## src/rtl/ghsp_pkg.sv

```systemverilog
// ghsp_pkg: shared types, codes and field widths of the generational handle slot pool
// no dependencies; compiled before every other file of the block
`default_nettype none

package ghsp_pkg;

    // default sizing of the pool
    localparam int SLOT_COUNT_DEF = 64;
    localparam int GEN_BITS_DEF   = 16;
    localparam int SIZE_BITS_DEF  = 24;

    // request field widths
    localparam int FUNC_W      = 2;
    localparam int REQ_BYTES_W = 24;
    localparam int HSLOT_W     = 7;
    localparam int HGEN_W      = 16;

    // response field widths
    localparam int STATUS_W = 2;
    localparam int RSLOT_W  = 6;
    localparam int RGEN_W   = 16;
    localparam int EBYTES_W = 24;
    localparam int BYTES_W  = 30;
    localparam int TOTAL_W  = 32;

    localparam logic [BYTES_W-1:0] BYTES_MAX = {BYTES_W{1'b1}};

    // request function codes
    localparam logic [FUNC_W-1:0] FUNC_ALLOC   = 2'd0;
    localparam logic [FUNC_W-1:0] FUNC_RELEASE = 2'd1;
    localparam logic [FUNC_W-1:0] FUNC_ACCESS  = 2'd2;

    // response status codes
    typedef enum logic [STATUS_W-1:0] {
        STATUS_OK    = 2'd0,
        STATUS_FULL  = 2'd1,
        STATUS_RANGE = 2'd2,
        STATUS_STALE = 2'd3
    } status_t;

    // request sequencer states
    typedef enum logic {
        ST_IDLE = 1'b0,
        ST_EXEC = 1'b1
    } state_t;

    // live map update command
    typedef struct packed {
        logic set;
        logic clear;
    } live_upd_t;

endpackage

`default_nettype wire

```

## src/rtl/ghsp_if.sv

```systemverilog
// ghsp_if: valid/ready channel interfaces for the request and response sides
// depends on ghsp_pkg for the payload widths
`default_nettype none

interface ghsp_req_if;
    import ghsp_pkg::*;

    logic                   valid;
    logic                   ready;
    logic [FUNC_W-1:0]      func;
    logic [REQ_BYTES_W-1:0] request_bytes;
    logic [HSLOT_W-1:0]     handle_slot;
    logic [HGEN_W-1:0]      handle_generation;

    modport source (
        output valid, func, request_bytes, handle_slot, handle_generation,
        input  ready
    );

    modport sink (
        input  valid, func, request_bytes, handle_slot, handle_generation,
        output ready
    );
endinterface

interface ghsp_rsp_if;
    import ghsp_pkg::*;

    logic                valid;
    logic                ready;
    logic [STATUS_W-1:0] status;
    logic [RSLOT_W-1:0]  result_slot;
    logic [RGEN_W-1:0]   result_generation;
    logic [EBYTES_W-1:0] entry_bytes;
    logic [BYTES_W-1:0]  bytes_outstanding;
    logic [BYTES_W-1:0]  peak_bytes;
    logic [TOTAL_W-1:0]  alloc_total;
    logic [TOTAL_W-1:0]  release_total;

    modport source (
        output valid, status, result_slot, result_generation, entry_bytes,
               bytes_outstanding, peak_bytes, alloc_total, release_total,
        input  ready
    );

    modport sink (
        input  valid, status, result_slot, result_generation, entry_bytes,
               bytes_outstanding, peak_bytes, alloc_total, release_total,
        output ready
    );
endinterface

`default_nettype wire

```

## src/rtl/ghsp_slot_mem.sv

```systemverilog
// ghsp_slot_mem: synchronous slot table holding generation and size per slot
// one write port, one read port with registered read data; no reset on contents
`default_nettype none

module ghsp_slot_mem #(
    parameter int DEPTH  = 64,
    parameter int WIDTH  = 40,
    parameter int ADDR_W = 6
) (
    input  wire logic              clk,
    input  wire logic              rd_en,
    input  wire logic [ADDR_W-1:0] rd_addr,
    output logic      [WIDTH-1:0]  rd_data,
    input  wire logic              wr_en,
    input  wire logic [ADDR_W-1:0] wr_addr,
    input  wire logic [WIDTH-1:0]  wr_data
);
    logic [WIDTH-1:0] mem [DEPTH];

    // write port
    always_ff @(posedge clk)
    begin
        if (wr_en)
        begin
            mem[wr_addr] <= wr_data;
        end
    end

    // registered read port
    always_ff @(posedge clk)
    begin
        if (rd_en)
        begin
            rd_data <= mem[rd_addr];
        end
    end

endmodule

`default_nettype wire

```

## src/rtl/ghsp_live_map.sv

```systemverilog
// ghsp_live_map: live bit per slot with lowest-free-slot priority search
// depends on ghsp_pkg for the update command struct
`default_nettype none

module ghsp_live_map #(
    parameter int SLOT_COUNT = 64,
    parameter int SLOT_W     = 6
) (
    input  wire logic              clk,
    input  wire logic              rst_n,
    input  wire ghsp_pkg::live_upd_t upd,
    input  wire logic [SLOT_W-1:0] upd_idx,
    input  wire logic [SLOT_W-1:0] probe_idx,
    output logic                   probe_live,
    output logic                   free_found,
    output logic      [SLOT_W-1:0] free_idx
);
    import ghsp_pkg::*;

    logic [SLOT_COUNT-1:0] live_reg;
    logic [SLOT_COUNT-1:0] live_next;

    // set on allocate, clear on release
    always_comb
    begin
        live_next = live_reg;
        if (upd.set)
        begin
            live_next[upd_idx] = 1'b1;
        end
        if (upd.clear)
        begin
            live_next[upd_idx] = 1'b0;
        end
    end

    always_ff @(posedge clk or negedge rst_n)
    begin
        if (!rst_n)
        begin
            live_reg <= '0;
        end
        else
        begin
            live_reg <= live_next;
        end
    end

    // lowest clear bit; unopened slots are never live, so this also
    // lands on the next unopened slot once every opened slot is live
    always_comb
    begin
        free_found = 1'b0;
        free_idx   = '0;
        for (int i = SLOT_COUNT - 1; i >= 0; i--)
        begin
            if (!live_reg[i])
            begin
                free_found = 1'b1;
                free_idx   = SLOT_W'(i);
            end
        end
    end

    // live bit of the handle slot
    assign probe_live = live_reg[probe_idx];

endmodule

`default_nettype wire

```

## src/rtl/generational_handle_slot_pool.sv

```systemverilog
// generational_handle_slot_pool: top level, request sequencer, counters, response register
// depends on ghsp_pkg, ghsp_if, ghsp_slot_mem and ghsp_live_map
//
// Usage:
//   req channel (sink): func selects allocate, release or access; allocate
//   uses request_bytes, release and access use handle_slot/handle_generation.
//   rsp channel (source): one transaction per request with status, slot,
//   generation, entry size and the running byte and transaction counters.
// Sequencing:
//   a request is taken in idle; the slot table read issued on that edge
//   returns in execute, and the update and response are registered on the
//   edge that commits the request. A new request is taken only after the
//   sequencer is back in idle, so the read-modify-write of the slot table
//   for one request completes before the next request is accepted.
// Stalls:
//   the response register frees the request side while a response waits;
//   a second request then waits in execute until the response is taken.
// Reset:
//   rst_n clears the live map, the opened-slot count, the byte counters and
//   the transaction counters. The slot table needs no clearing pass: an
//   entry is only used once the opened-slot count covers it, and a newly
//   opened slot starts from generation zero.
`default_nettype none

module generational_handle_slot_pool #(
    parameter int SLOT_COUNT = ghsp_pkg::SLOT_COUNT_DEF,
    parameter int GEN_BITS   = ghsp_pkg::GEN_BITS_DEF,
    parameter int SIZE_BITS  = ghsp_pkg::SIZE_BITS_DEF
) (
    input  wire logic   clk,
    input  wire logic   rst_n,
    ghsp_req_if.sink    req,
    ghsp_rsp_if.source  rsp
);
    import ghsp_pkg::*;

    localparam int SLOT_W  = $clog2(SLOT_COUNT);
    localparam int CNT_W   = $clog2(SLOT_COUNT + 1);
    localparam int CMP_W   = (CNT_W > HSLOT_W) ? CNT_W : HSLOT_W;
    localparam int ENTRY_W = GEN_BITS + SIZE_BITS;
    localparam int ACC_W   = ((BYTES_W > SIZE_BITS) ? BYTES_W : SIZE_BITS) + 1;

    // sequencer
    state_t state_reg;
    state_t state_next;
    logic   accept;
    logic   commit;

    // captured request
    logic [FUNC_W-1:0]    func_reg;
    logic [SIZE_BITS-1:0] req_size_reg;
    logic [CMP_W-1:0]     hslot_reg;
    logic [GEN_BITS-1:0]  hgen_reg;
    logic                 in_range_reg;
    logic                 live_hit_reg;
    logic                 free_found_reg;
    logic [SLOT_W-1:0]    free_idx_reg;

    // pool state
    logic [CNT_W-1:0]   slots_opened_reg;
    logic [CNT_W-1:0]   slots_opened_next;
    logic [BYTES_W-1:0] bytes_in_use_reg;
    logic [BYTES_W-1:0] bytes_in_use_next;
    logic [BYTES_W-1:0] bytes_peak_reg;
    logic [BYTES_W-1:0] bytes_peak_next;
    logic [TOTAL_W-1:0] alloc_counter_reg;
    logic [TOTAL_W-1:0] alloc_counter_next;
    logic [TOTAL_W-1:0] release_counter_reg;
    logic [TOTAL_W-1:0] release_counter_next;

    // response register
    logic                rsp_valid_reg;
    logic                rsp_valid_next;
    status_t             status_reg;
    status_t             status_next;
    logic [RSLOT_W-1:0]  rslot_reg;
    logic [RSLOT_W-1:0]  rslot_next;
    logic [RGEN_W-1:0]   rgen_reg;
    logic [RGEN_W-1:0]   rgen_next;
    logic [EBYTES_W-1:0] rbytes_reg;
    logic [EBYTES_W-1:0] rbytes_next;
    logic [BYTES_W-1:0]  out_bytes_reg;
    logic [BYTES_W-1:0]  out_peak_reg;
    logic [TOTAL_W-1:0]  out_alloc_reg;
    logic [TOTAL_W-1:0]  out_release_reg;

    // request decode at accept
    logic [CMP_W-1:0]    hslot_ext;
    logic [SLOT_W-1:0]   hslot_addr;
    logic                free_found;
    logic [SLOT_W-1:0]   free_idx;
    logic                probe_live;
    logic [SLOT_W-1:0]   rd_addr;

    // slot table
    logic [ENTRY_W-1:0]   rd_data;
    logic [GEN_BITS-1:0]  rd_gen;
    logic [SIZE_BITS-1:0] rd_size;
    logic                 mem_wr_en;
    logic [ENTRY_W-1:0]   mem_wr_data;
    live_upd_t            live_upd;
    logic [SLOT_W-1:0]    live_upd_idx;

    // execute datapath
    logic                 is_new;
    logic [GEN_BITS-1:0]  old_gen;
    logic [GEN_BITS-1:0]  new_gen;
    logic [ACC_W-1:0]     add_sum;
    logic [BYTES_W-1:0]   add_sat;
    logic [ACC_W-1:0]     in_use_ext;
    logic [ACC_W-1:0]     rd_size_ext;
    logic [BYTES_W-1:0]   sub_sat;
    logic                 hit;

    // next state
    always_comb
    begin
        state_next = state_reg;
        unique case (state_reg)
            ST_IDLE:
            begin
                if (req.valid)
                begin
                    state_next = ST_EXEC;
                end
            end
            ST_EXEC:
            begin
                if (commit)
                begin
                    state_next = ST_IDLE;
                end
            end
            default: state_next = ST_IDLE;
        endcase
    end

    // sequencer outputs
    always_comb
    begin
        req.ready = 1'b0;
        commit    = 1'b0;
        unique case (state_reg)
            ST_IDLE: req.ready = 1'b1;
            ST_EXEC: commit    = !rsp_valid_reg || rsp.ready;
            default: req.ready = 1'b0;
        endcase
    end

    assign accept = req.valid && req.ready;

    always_ff @(posedge clk or negedge rst_n)
    begin
        if (!rst_n)
        begin
            state_reg <= ST_IDLE;
        end
        else
        begin
            state_reg <= state_next;
        end
    end

    // handle decode and table read address
    assign hslot_ext  = CMP_W'(req.handle_slot);
    assign hslot_addr = hslot_ext[SLOT_W-1:0];
    assign rd_addr    = (req.func == FUNC_ALLOC) ? free_idx : hslot_addr;

    ghsp_live_map #(
        .SLOT_COUNT (SLOT_COUNT),
        .SLOT_W     (SLOT_W)
    ) u_live_map (
        .clk        (clk),
        .rst_n      (rst_n),
        .upd        (live_upd),
        .upd_idx    (live_upd_idx),
        .probe_idx  (hslot_addr),
        .probe_live (probe_live),
        .free_found (free_found),
        .free_idx   (free_idx)
    );

    ghsp_slot_mem #(
        .DEPTH  (SLOT_COUNT),
        .WIDTH  (ENTRY_W),
        .ADDR_W (SLOT_W)
    ) u_slot_mem (
        .clk     (clk),
        .rd_en   (accept),
        .rd_addr (rd_addr),
        .rd_data (rd_data),
        .wr_en   (mem_wr_en),
        .wr_addr (live_upd_idx),
        .wr_data (mem_wr_data)
    );

    // capture the request transaction
    always_ff @(posedge clk)
    begin
        if (accept)
        begin
            func_reg       <= req.func;
            req_size_reg   <= SIZE_BITS'(req.request_bytes);
            hslot_reg      <= hslot_ext;
            hgen_reg       <= GEN_BITS'(req.handle_generation);
            in_range_reg   <= hslot_ext < CMP_W'(slots_opened_reg);
            live_hit_reg   <= probe_live;
            free_found_reg <= free_found;
            free_idx_reg   <= free_idx;
        end
    end

    // table entry fields and derived values
    assign rd_gen  = rd_data[ENTRY_W-1:SIZE_BITS];
    assign rd_size = rd_data[SIZE_BITS-1:0];
    assign is_new  = CNT_W'(free_idx_reg) == slots_opened_reg;
    assign old_gen = is_new ? '0 : rd_gen;
    assign new_gen = old_gen + GEN_BITS'(1);
    assign hit     = live_hit_reg && (rd_gen == hgen_reg);

    // saturating byte accounting
    assign in_use_ext  = ACC_W'(bytes_in_use_reg);
    assign rd_size_ext = ACC_W'(rd_size);
    assign add_sum     = in_use_ext + ACC_W'(req_size_reg);
    assign add_sat     = (add_sum > ACC_W'(BYTES_MAX)) ? BYTES_MAX : add_sum[BYTES_W-1:0];
    assign sub_sat     = (in_use_ext > rd_size_ext)
                       ? BYTES_W'(in_use_ext - rd_size_ext) : '0;

    assign mem_wr_data = {new_gen, req_size_reg};

    // execute: check handle, update state, build response
    always_comb
    begin
        slots_opened_next    = slots_opened_reg;
        bytes_in_use_next    = bytes_in_use_reg;
        bytes_peak_next      = bytes_peak_reg;
        alloc_counter_next   = alloc_counter_reg;
        release_counter_next = release_counter_reg;
        mem_wr_en            = 1'b0;
        live_upd             = '0;
        live_upd_idx         = hslot_reg[SLOT_W-1:0];
        status_next          = STATUS_OK;
        rslot_next           = RSLOT_W'(hslot_reg);
        rgen_next            = '0;
        rbytes_next          = '0;

        case (func_reg)
            FUNC_ALLOC:
            begin
                live_upd_idx = free_idx_reg;
                rslot_next   = '0;
                if (!free_found_reg)
                begin
                    status_next = STATUS_FULL;
                end
                else
                begin
                    rslot_next  = RSLOT_W'(free_idx_reg);
                    rgen_next   = RGEN_W'(new_gen);
                    rbytes_next = EBYTES_W'(req_size_reg);
                    if (commit)
                    begin
                        mem_wr_en          = 1'b1;
                        live_upd.set       = 1'b1;
                        bytes_in_use_next  = add_sat;
                        alloc_counter_next = alloc_counter_reg + TOTAL_W'(1);
                        if (add_sat > bytes_peak_reg)
                        begin
                            bytes_peak_next = add_sat;
                        end
                        if (is_new)
                        begin
                            slots_opened_next = slots_opened_reg + CNT_W'(1);
                        end
                    end
                end
            end
            default:
            begin
                if (!in_range_reg)
                begin
                    status_next = STATUS_RANGE;
                end
                else if (!hit)
                begin
                    status_next = STATUS_STALE;
                    rgen_next   = RGEN_W'(rd_gen);
                end
                else
                begin
                    rgen_next   = RGEN_W'(rd_gen);
                    rbytes_next = EBYTES_W'(rd_size);
                    if (commit && (func_reg == FUNC_RELEASE))
                    begin
                        live_upd.clear       = 1'b1;
                        bytes_in_use_next    = sub_sat;
                        release_counter_next = release_counter_reg + TOTAL_W'(1);
                    end
                end
            end
        endcase
    end

    // pool counters
    always_ff @(posedge clk or negedge rst_n)
    begin
        if (!rst_n)
        begin
            slots_opened_reg    <= '0;
            bytes_in_use_reg    <= '0;
            bytes_peak_reg      <= '0;
            alloc_counter_reg   <= '0;
            release_counter_reg <= '0;
        end
        else
        begin
            slots_opened_reg    <= slots_opened_next;
            bytes_in_use_reg    <= bytes_in_use_next;
            bytes_peak_reg      <= bytes_peak_next;
            alloc_counter_reg   <= alloc_counter_next;
            release_counter_reg <= release_counter_next;
        end
    end

    // response valid
    always_comb
    begin
        rsp_valid_next = rsp_valid_reg;
        if (commit)
        begin
            rsp_valid_next = 1'b1;
        end
        else if (rsp.ready)
        begin
            rsp_valid_next = 1'b0;
        end
    end

    always_ff @(posedge clk or negedge rst_n)
    begin
        if (!rst_n)
        begin
            rsp_valid_reg <= 1'b0;
        end
        else
        begin
            rsp_valid_reg <= rsp_valid_next;
        end
    end

    // response payload
    always_ff @(posedge clk)
    begin
        if (commit)
        begin
            status_reg      <= status_next;
            rslot_reg       <= rslot_next;
            rgen_reg        <= rgen_next;
            rbytes_reg      <= rbytes_next;
            out_bytes_reg   <= bytes_in_use_next;
            out_peak_reg    <= bytes_peak_next;
            out_alloc_reg   <= alloc_counter_next;
            out_release_reg <= release_counter_next;
        end
    end

    assign rsp.valid             = rsp_valid_reg;
    assign rsp.status            = status_reg;
    assign rsp.result_slot       = rslot_reg;
    assign rsp.result_generation = rgen_reg;
    assign rsp.entry_bytes       = rbytes_reg;
    assign rsp.bytes_outstanding = out_bytes_reg;
    assign rsp.peak_bytes        = out_peak_reg;
    assign rsp.alloc_total       = out_alloc_reg;
    assign rsp.release_total     = out_release_reg;

    // opened-slot count stays within the pool
    a_opened_bound: assert property (@(posedge clk) disable iff (!rst_n)
        slots_opened_reg <= CNT_W'(SLOT_COUNT))
        else $error("opened slot count beyond pool size");

    // high-water mark never below bytes in use
    a_peak_covers: assert property (@(posedge clk) disable iff (!rst_n)
        bytes_peak_reg >= bytes_in_use_reg)
        else $error("peak bytes below bytes in use");

    // no free slot only when every slot has been opened
    a_full_only_when_opened: assert property (@(posedge clk) disable iff (!rst_n)
        !free_found |-> (slots_opened_reg == CNT_W'(SLOT_COUNT)))
        else $error("free search failed with unopened slots left");

    // an accepted request is executed on the next cycle
    a_accept_exec: assert property (@(posedge clk) disable iff (!rst_n)
        accept |=> (state_reg == ST_EXEC))
        else $error("accepted request did not enter execute");

    // a committed response is presented on the next cycle
    a_commit_rsp: assert property (@(posedge clk) disable iff (!rst_n)
        commit |=> rsp_valid_reg)
        else $error("committed request produced no response");

endmodule

`default_nettype wire
```

## src/flat_wrapper.sv

```systemverilog
// flat-port wrapper written by rule: the top's interface ports become plain ports
module generational_handle_slot_pool_flat import ghsp_pkg::*;
#(
    parameter int SLOT_COUNT = ghsp_pkg::SLOT_COUNT_DEF,
    parameter int GEN_BITS   = ghsp_pkg::GEN_BITS_DEF,
    parameter int SIZE_BITS  = ghsp_pkg::SIZE_BITS_DEF
)
  (clk, rst_n, req_valid, req_func, req_request_bytes, req_handle_slot, req_handle_generation, req_ready, rsp_valid, rsp_status, rsp_result_slot, rsp_result_generation, rsp_entry_bytes, rsp_bytes_outstanding, rsp_peak_bytes, rsp_alloc_total, rsp_release_total, rsp_ready);
  ghsp_req_if req_i ();
  ghsp_rsp_if rsp_i ();
  input  wire logic clk;
  input  wire logic rst_n;
  input wire logic [$bits(req_i.valid)-1:0] req_valid;
  input wire logic [$bits(req_i.func)-1:0] req_func;
  input wire logic [$bits(req_i.request_bytes)-1:0] req_request_bytes;
  input wire logic [$bits(req_i.handle_slot)-1:0] req_handle_slot;
  input wire logic [$bits(req_i.handle_generation)-1:0] req_handle_generation;
  output wire logic [$bits(req_i.ready)-1:0] req_ready;
  output wire logic [$bits(rsp_i.valid)-1:0] rsp_valid;
  output wire logic [$bits(rsp_i.status)-1:0] rsp_status;
  output wire logic [$bits(rsp_i.result_slot)-1:0] rsp_result_slot;
  output wire logic [$bits(rsp_i.result_generation)-1:0] rsp_result_generation;
  output wire logic [$bits(rsp_i.entry_bytes)-1:0] rsp_entry_bytes;
  output wire logic [$bits(rsp_i.bytes_outstanding)-1:0] rsp_bytes_outstanding;
  output wire logic [$bits(rsp_i.peak_bytes)-1:0] rsp_peak_bytes;
  output wire logic [$bits(rsp_i.alloc_total)-1:0] rsp_alloc_total;
  output wire logic [$bits(rsp_i.release_total)-1:0] rsp_release_total;
  input wire logic [$bits(rsp_i.ready)-1:0] rsp_ready;
  assign req_i.valid = req_valid;
  assign req_i.func = req_func;
  assign req_i.request_bytes = req_request_bytes;
  assign req_i.handle_slot = req_handle_slot;
  assign req_i.handle_generation = req_handle_generation;
  assign req_ready = req_i.ready;
  assign rsp_valid = rsp_i.valid;
  assign rsp_status = rsp_i.status;
  assign rsp_result_slot = rsp_i.result_slot;
  assign rsp_result_generation = rsp_i.result_generation;
  assign rsp_entry_bytes = rsp_i.entry_bytes;
  assign rsp_bytes_outstanding = rsp_i.bytes_outstanding;
  assign rsp_peak_bytes = rsp_i.peak_bytes;
  assign rsp_alloc_total = rsp_i.alloc_total;
  assign rsp_release_total = rsp_i.release_total;
  assign rsp_i.ready = rsp_ready;
  generational_handle_slot_pool #(.SLOT_COUNT(SLOT_COUNT), .GEN_BITS(GEN_BITS), .SIZE_BITS(SIZE_BITS)) u_core (.clk(clk), .rst_n(rst_n), .req(req_i), .rsp(rsp_i));
endmodule
```

## config.mk

```make
export PLATFORM = sky130hd
export DESIGN_NAME = generational_handle_slot_pool_flat
export DESIGN_NICKNAME = d
export VERILOG_FILES = /design/src/rtl/ghsp_pkg.sv /design/src/rtl/ghsp_if.sv /design/src/rtl/ghsp_slot_mem.sv /design/src/rtl/ghsp_live_map.sv /design/src/rtl/generational_handle_slot_pool.sv /design/src/flat_wrapper.sv
export SDC_FILE = /design/constraint.sdc
export NUM_CORES = 2
export LEC_CHECK = 0
export BUFFER_PORTS_ARGS = -buffer_cell sky130_fd_sc_hd__buf_2
export CORE_ASPECT_RATIO = 0.7
export CORE_MARGIN = 2
export CORE_UTILIZATION = 30
export DETAILED_ROUTE_END_ITERATION = 8
export GPL_TIMING_DRIVEN = 0
export PLACE_DENSITY = 0.53
export SLEW_MARGIN = 10
export SYNTH_ARGS = -nofsm -noshare
export SYNTH_HDL_FRONTEND = slang
export SYNTH_SLANG_ARGS = --single-unit
```

## constraint.sdc

```tcl
create_clock -name clk -period 12.03 [get_ports clk]
set_input_delay 2.406 -clock clk [delete_from_list [all_inputs] [get_ports clk]]
set_output_delay 2.406 -clock clk [all_outputs]
set_load 0.01 [all_outputs]
```

[Yosys cells after proc, flatten, opt, wreduce, memory -nomap -nowiden]
Memories as Yosys holds them, arrays and structs flattened. A register that Yosys moved wholly into a read port is not among the register bits.
Cells that the tools add are included.
Widths: inputs -> output; s select.
Storage, ports and cells
  bits in writable memories: 2560
  memories kept: 1
  output and inout bits: 174
  register bits after elaboration: 426
Memories
  u_core.u_slot_mem.mem: words 64, bits a word 40, rd ports 1, clocked after memory_dff 1, write ports 1, line ghsp_slot_mem.sv:18  | logic [WIDTH-1:0] mem [DEPTH];
Operators by class
  bitwise gates (word level): 4
  $add $sub $neg: 6
  eq/ne operators: 3
  reductions and logical operators: 11
  muxes and demuxes: 122
  order comparisons: 7
Operators by type and width (count)
  $mux 6: 68
  $mux 30: 12
  $mux 32: 7
  $mux 64: 2
  $mux 24: 4
  $add 32x1->32 const B: 2
  $and 64x64->64: 1
  $mux 16: 4
  $not 64->64: 1
  $or 64x64->64: 1
  $reduce_and 63->1: 1
  $add 30x24->31: 1
  $gt 31x30->1 const B: 1
  $gt 30x24->1: 1
  $gt 30x30->1: 1
  $sub 30x24->30: 1
  $mux 1: 19
  $add 16x1->16 const B: 1
  $eq 16x16->1: 1
  $lt 6x7->1 const B: 2
  $add 7x1->7 const B: 1
  $eq 6x7->1: 1
  $lt 7x7->1: 1
  $bmux 1 s6: 1
  other kinds (12): 18

[Logic depth before layout (Yosys ltp)]
  depth after elaboration: 65
  gate-level depth with buffers: 25
  mapped depth without buffers: 23

[Hierarchy]
From an unflattened synthesis, not the netlist that was laid out.
Second synthesis, totals
  cell total of the unflattened synthesis: 6164
  area total of the unflattened synthesis: 120000.1 um^2
By module, submodules not included
  ghsp_slot_mem: cells an instance 4195, times used 1, area an instance 98236.7 um^2, seq. area each 78074.9 um^2
  generational_handle_slot_pool: cells an instance 1555, times used 1, area an instance 17977.2 um^2, seq. area each 10204.8 um^2
  ghsp_live_map: cells an instance 414, times used 1, area an instance 3786.1 um^2, seq. area each 1601.5 um^2

[Worst setup path before layout]
No wires, ideal clock.
  kind: input port to flip-flop
  start point: in rsp_ready
  end point: mem u_core.u_slot_mem.mem[14][0] (enable)
  stages: 8
  required time: 11.591 ns
  path slack: 0.688 ns
  setup time: 0.439 ns
  path buffers: 3
  data arrival time: 10.903 ns
  cell sequence: nand2b_1 > and2_1 > clkbuf_1 > nand2_1 > clkbuf_1 > or3_1 > clkbuf_1 > nor2_1
Between the ends
  word-level cells in the longest chain between the ends: 7
RTL lines
  start, declared: line flat_wrapper.sv:28  | input wire logic [$bits(rsp_i.ready)-1:0] rsp_ready;
  $logic_or 1x1->1: line generational_handle_slot_pool.sv:145  | ST_EXEC: commit = !rsp_valid_reg || rsp.ready;
  $mux 1: line generational_handle_slot_pool.sv:143  | unique case (state_reg)
  named net u_core.commit: line generational_handle_slot_pool.sv:47  | logic commit;
  $mux 1: line generational_handle_slot_pool.sv:261  | if (commit)
  $mux 1: line generational_handle_slot_pool.sv:252  | if (!free_found_reg)
  $mux 1: line generational_handle_slot_pool.sv:247  | case (func_reg)
  $mux 1: line ghsp_slot_mem.sv:23  | if (wr_en)
  $mux 1 (not written as such): line ghsp_slot_mem.sv:25  | mem[wr_addr] <= wr_data;
  end, declared: line ghsp_slot_mem.sv:18
The timed path passes the listed nets, and every way through them passes these cells.

[Final worst setup path]
  start point: in req_func[1]
  end point: reg u_core.u_slot_mem.rd_data[28], read port of u_core.u_slot_mem.mem, data pin
Between the ends
  word-level cells in the longest chain between the ends: 2
RTL lines
  start, declared: line flat_wrapper.sv:14  | input wire logic [$bits(req_i.func)-1:0] req_func;
  $logic_not 2->1: line generational_handle_slot_pool.sv:167  | assign rd_addr = (req.func == FUNC_ALLOC) ? free_idx : hslot_addr;
  $mux 6: line generational_handle_slot_pool.sv:167
  end, declared: line ghsp_slot_mem.sv:13  | output logic [WIDTH-1:0] rd_data,
Every way passes these cells.
A chain may end at the register's enable or synchronous reset.

==> results.json <==
{
  "std_cell_rows": 206,
  "grt_pass1_vias": 91044,
  "placed_area_um2": 151000,
  "violations": "slew limit",
  "dp_cells": 16799,
  "largest_reg_flops": 2560,
  "synth_area_um2": 135000,
  "cts_buffers": 299,
  "async_flop_share_pct": 6.51,
  "slew_headroom_pct": -0.880,
  "whs_path_depth": 1,
  "initial_utilization_pct": 30.1,
  "reg2reg_depth": 14,
  "fmax_ghz": 0.105,
  "grt_overflow_total": 0,
  "layout-drive-gt1-share_pct": 11.9,
  "drv_cap": 0,
  "core-area_um2": 449000,
  "cp_cell_sequence": "buf_2 > nor2_1 > clkbuf_1 > clkbuf_1 > clkbuf_2 > clkbuf_1 > a21oi_1 > a311oi_1 > mux2i_1 > a32oi_1 > nand4_1 > or4_1",
  "clock_path_buffers": 4,
  "fin_util_pct": 35.8,
  "die_width_um": 806,
  "cts_setup_buffers": 0,
  "setup_viol": 0,
  "cp-start-kind": "input port",
  "tightest_slew_ns": 1.51,
  "routed_wl_mm": 562,
  "drt_iter0_markers": 18607,
  "io_buffers": 226,
  "layout_min_cycle_time_ns": 9.54,
  "p_int_mw": 19.4,
  "area_delta_synth_final_pct": 18.9,
  "cts-hold-fix-buffers": 0,
  "startpoint": "req_func[1]",
  "viasPerCell": 5.83,
  "max_stage_delay_ns": 1.27,
  "leakage_nw": 54.4,
  "stdcell_count": 17350,
  "r2r_slack_ns": 2.93,
  "synth_cell_types": 80,
  "yosys.area.top_type": "edfxtp_1",
  "synth.top_cells.by_count": "edfxtp_1 (2829), nand2_1 (1317), clkbuf_1 (752)",
  "synth_area_per_cell_um2": 13.2,
  "r2r-end": "u_core.u_slot_mem.rd_data[28]$_DFFE_PP_",
  "syn_nets": 10369,
  "drc": 0,
  "root_buffer": "clkbuf_16",
  "critPathCaptureType": "flop",
  "worst_path_dominant_cell_family": "buffers and inverters",
  "grt_use_total_pct": 23.6,
  "fp.dieArea_um2": 456000,
  "synth_edf_count": 2829,
  "power_frac_seq_pct": 46.2,
  "required_ns": 12.56,
  "synth-seq-cells": 3026,
  "yosysMostFrequentCell": "edfxtp_1",
  "cpMaxStageDelayCell": "a32oi_1",
  "switching_share_pct": 30.1,
  "reg2reg_from": "u_core.u_live_map.live_reg[23]$_DFF_PN0_",
  "p_sw_mw": 8.35,
  "period_share_pct": 79.3,
  "htreeDepth": 5,
  "place_congestion": 0.962,
  "drt_pass1_iterations": 6,
  "fillers": 43068,
  "synth_warnings": 0,
  "crit_path_frequent_cell": "clkbuf_1",
  "grt_pass1_wl_mm": 756,
  "hold_path_class": "reg -> reg",
  "slew_viol_final": 1,
  "path_class": "in -> reg",
  "multi_input_area_um2": 42100,
  "hold_start": "u_core.release_counter_reg[31]$_DFF_PN0_",
  "wl_per_cell_um": 32.4,
  "regArea_um2": 89900,
  "clkPwrFrac_pct": 34.4,
  "synthFlopType": "edfxtp_1",
  "synth.area.top_cells": "edfxtp_1 (63%), nand2_1 (3.7%), dfrtp_1 (3.6%)",
  "hpwl_mm": 415,
  "vias": 101089,
  "finClkSkew_ns": 0.101,
  "antenna_found_initial": 82,
  "cts_repair_resize_count": 0,
  "worstPathArrival_ns": 10.07,
  "synth_top_area_share_pct": 62.9,
  "vdd_drop_max_v": 0.000116,
  "yosysSeqAreaShare_pct": 66.5,
  "min_to": "u_core.release_counter_reg[31]$_DFF_PN0_",
  "crit_fanout": 10,
  "layout.nets": 11221,
  "die_h_um": 565,
  "rsz0062_at_grt": "false",
  "finalHoldViolCount": 0,
  "crit_buf_inv": 5,
  "io_pins": 227,
  "grt_max_degree": 94,
  "finalInstanceArea_um2": 161000,
  "insertion_delay_ns": 0.95,
  "setup_tns_ns": 0,
  "status": "finished with violations",
  "netlist_instances": 10226,
  "worst_hold_slack_ns": 0.458,
  "comb_power_share_pct": 19.4,
  "clk_pin_slew_ns": 0.06,
  "p_per_area_nw_per_um2": 173,
  "cts_tree": "yes",
  "ant_nets": 0,
  "numClockSinks": 3026
}
[kinds of logic after synthesis]
group	share of synthesized area, %
XOR/XNOR	0.875
adder cells (fa/ha/maj)	0.845
flip-flops	66.5
buffers and inverters	2.84
AO/OA/AOI/OAI	14.8
AND/OR/NAND/NOR	10.8
multiplexers	3.26
[worst register-to-register path, cell delays in order (launching register included)]
cell and delay [ns]:
dfrtp_1 0.32, clkbuf_1 0.33, nand4_1 0.17, nor2_1 0.10, o21ai_0 0.21, nor3_2 0.93, buf_2 0.84, clkbuf_1 1.01
clkbuf_1 0.54, a211oi_1 0.15, a311oi_1 0.32, mux2i_1 0.53, a32oi_1 1.28, nand4_1 0.95, or4_1 1.03
[stage by stage]
stage | total power, mW | setup WS [ns]
detailed placement | 18.2 | 2.36
global placement | 17.9 | -6.14
floorplan | 15.5 | 0.688
finish | 27.8 | 2.49
CTS | 27.6 | 3.29
global route | 28.4 | 2.85
[cell type report]
cell class | count | share of cell area (%)
Antenna cell | 20 | 0.0312
Buffer | 879 | 2.16
Clock buffer | 376 | 5.06
Clock inverter | 145 | 0.812
Inverter | 110 | 0.257
Multi-Input combinational cell | 6211 | 26.2
Sequential cell | 3026 | 55.9
Tap cell | 6032 | 4.70
Timing Repair Buffer | 551 | 4.84
[worst max path at each step]
stage | end | slack [ns] | cells after the start
2_1_floorplan | u_core.u_slot_mem.mem[14][0]$_DFFE_PP_ | 0.69 | 8
5_1_grt | u_core.u_slot_mem.rd_data[34]$_DFFE_PP_ | 2.85 | 12
3_5_place_dp | u_core.u_slot_mem.rd_data[32]$_DFFE_PP_ | 2.36 | 12
6_report | u_core.u_slot_mem.rd_data[28]$_DFFE_PP_ | 2.49 | 12
3_3_place_gp | u_core.u_slot_mem.mem[24][22]$_DFFE_PP_ | -6.14 | 8
4_1_cts | u_core.rsp.peak_bytes[16]$_DFFE_PP_ | 3.29 | 22
[placed cells by master, fill, tap and decap left out, drive strengths merged, types with 126 or more instances in the layout]
master,netlist,routed
edfxtp,2829,2829
nand2,1319,1319
clkbuf,753,1131
buf,126,675
and3,620,620
a211oi,506,506
a21oi,491,491
a211o,470,470
a311oi,442,442
nand2b,420,420
mux2i,244,244
a32oi,229,229
nor2,211,211
dfrtp,197,197
mux2,132,132
nand4,126,126
[power groups by stage]
stage	Combinational, mW	Sequential (mW)	Clock [mW]
global route	5.60	12.9	9.98
floorplan	2.23	13.2	0
global placement	4.17	13.7	0
CTS	5.18	12.8	9.59
detailed placement	5.15	13.0	0
finish	5.37	12.8	9.55
[routing by layer]
metal	up-vias	GRT usage [%]	wire length, um
met5	-	0	362
met4	48	5.88	15500
met3	822	11.5	97100
met2	6870	29.0	205000
met1	51380	35.8	243000
li1	41969	-	-
Power figures use the tool's default switching activity.
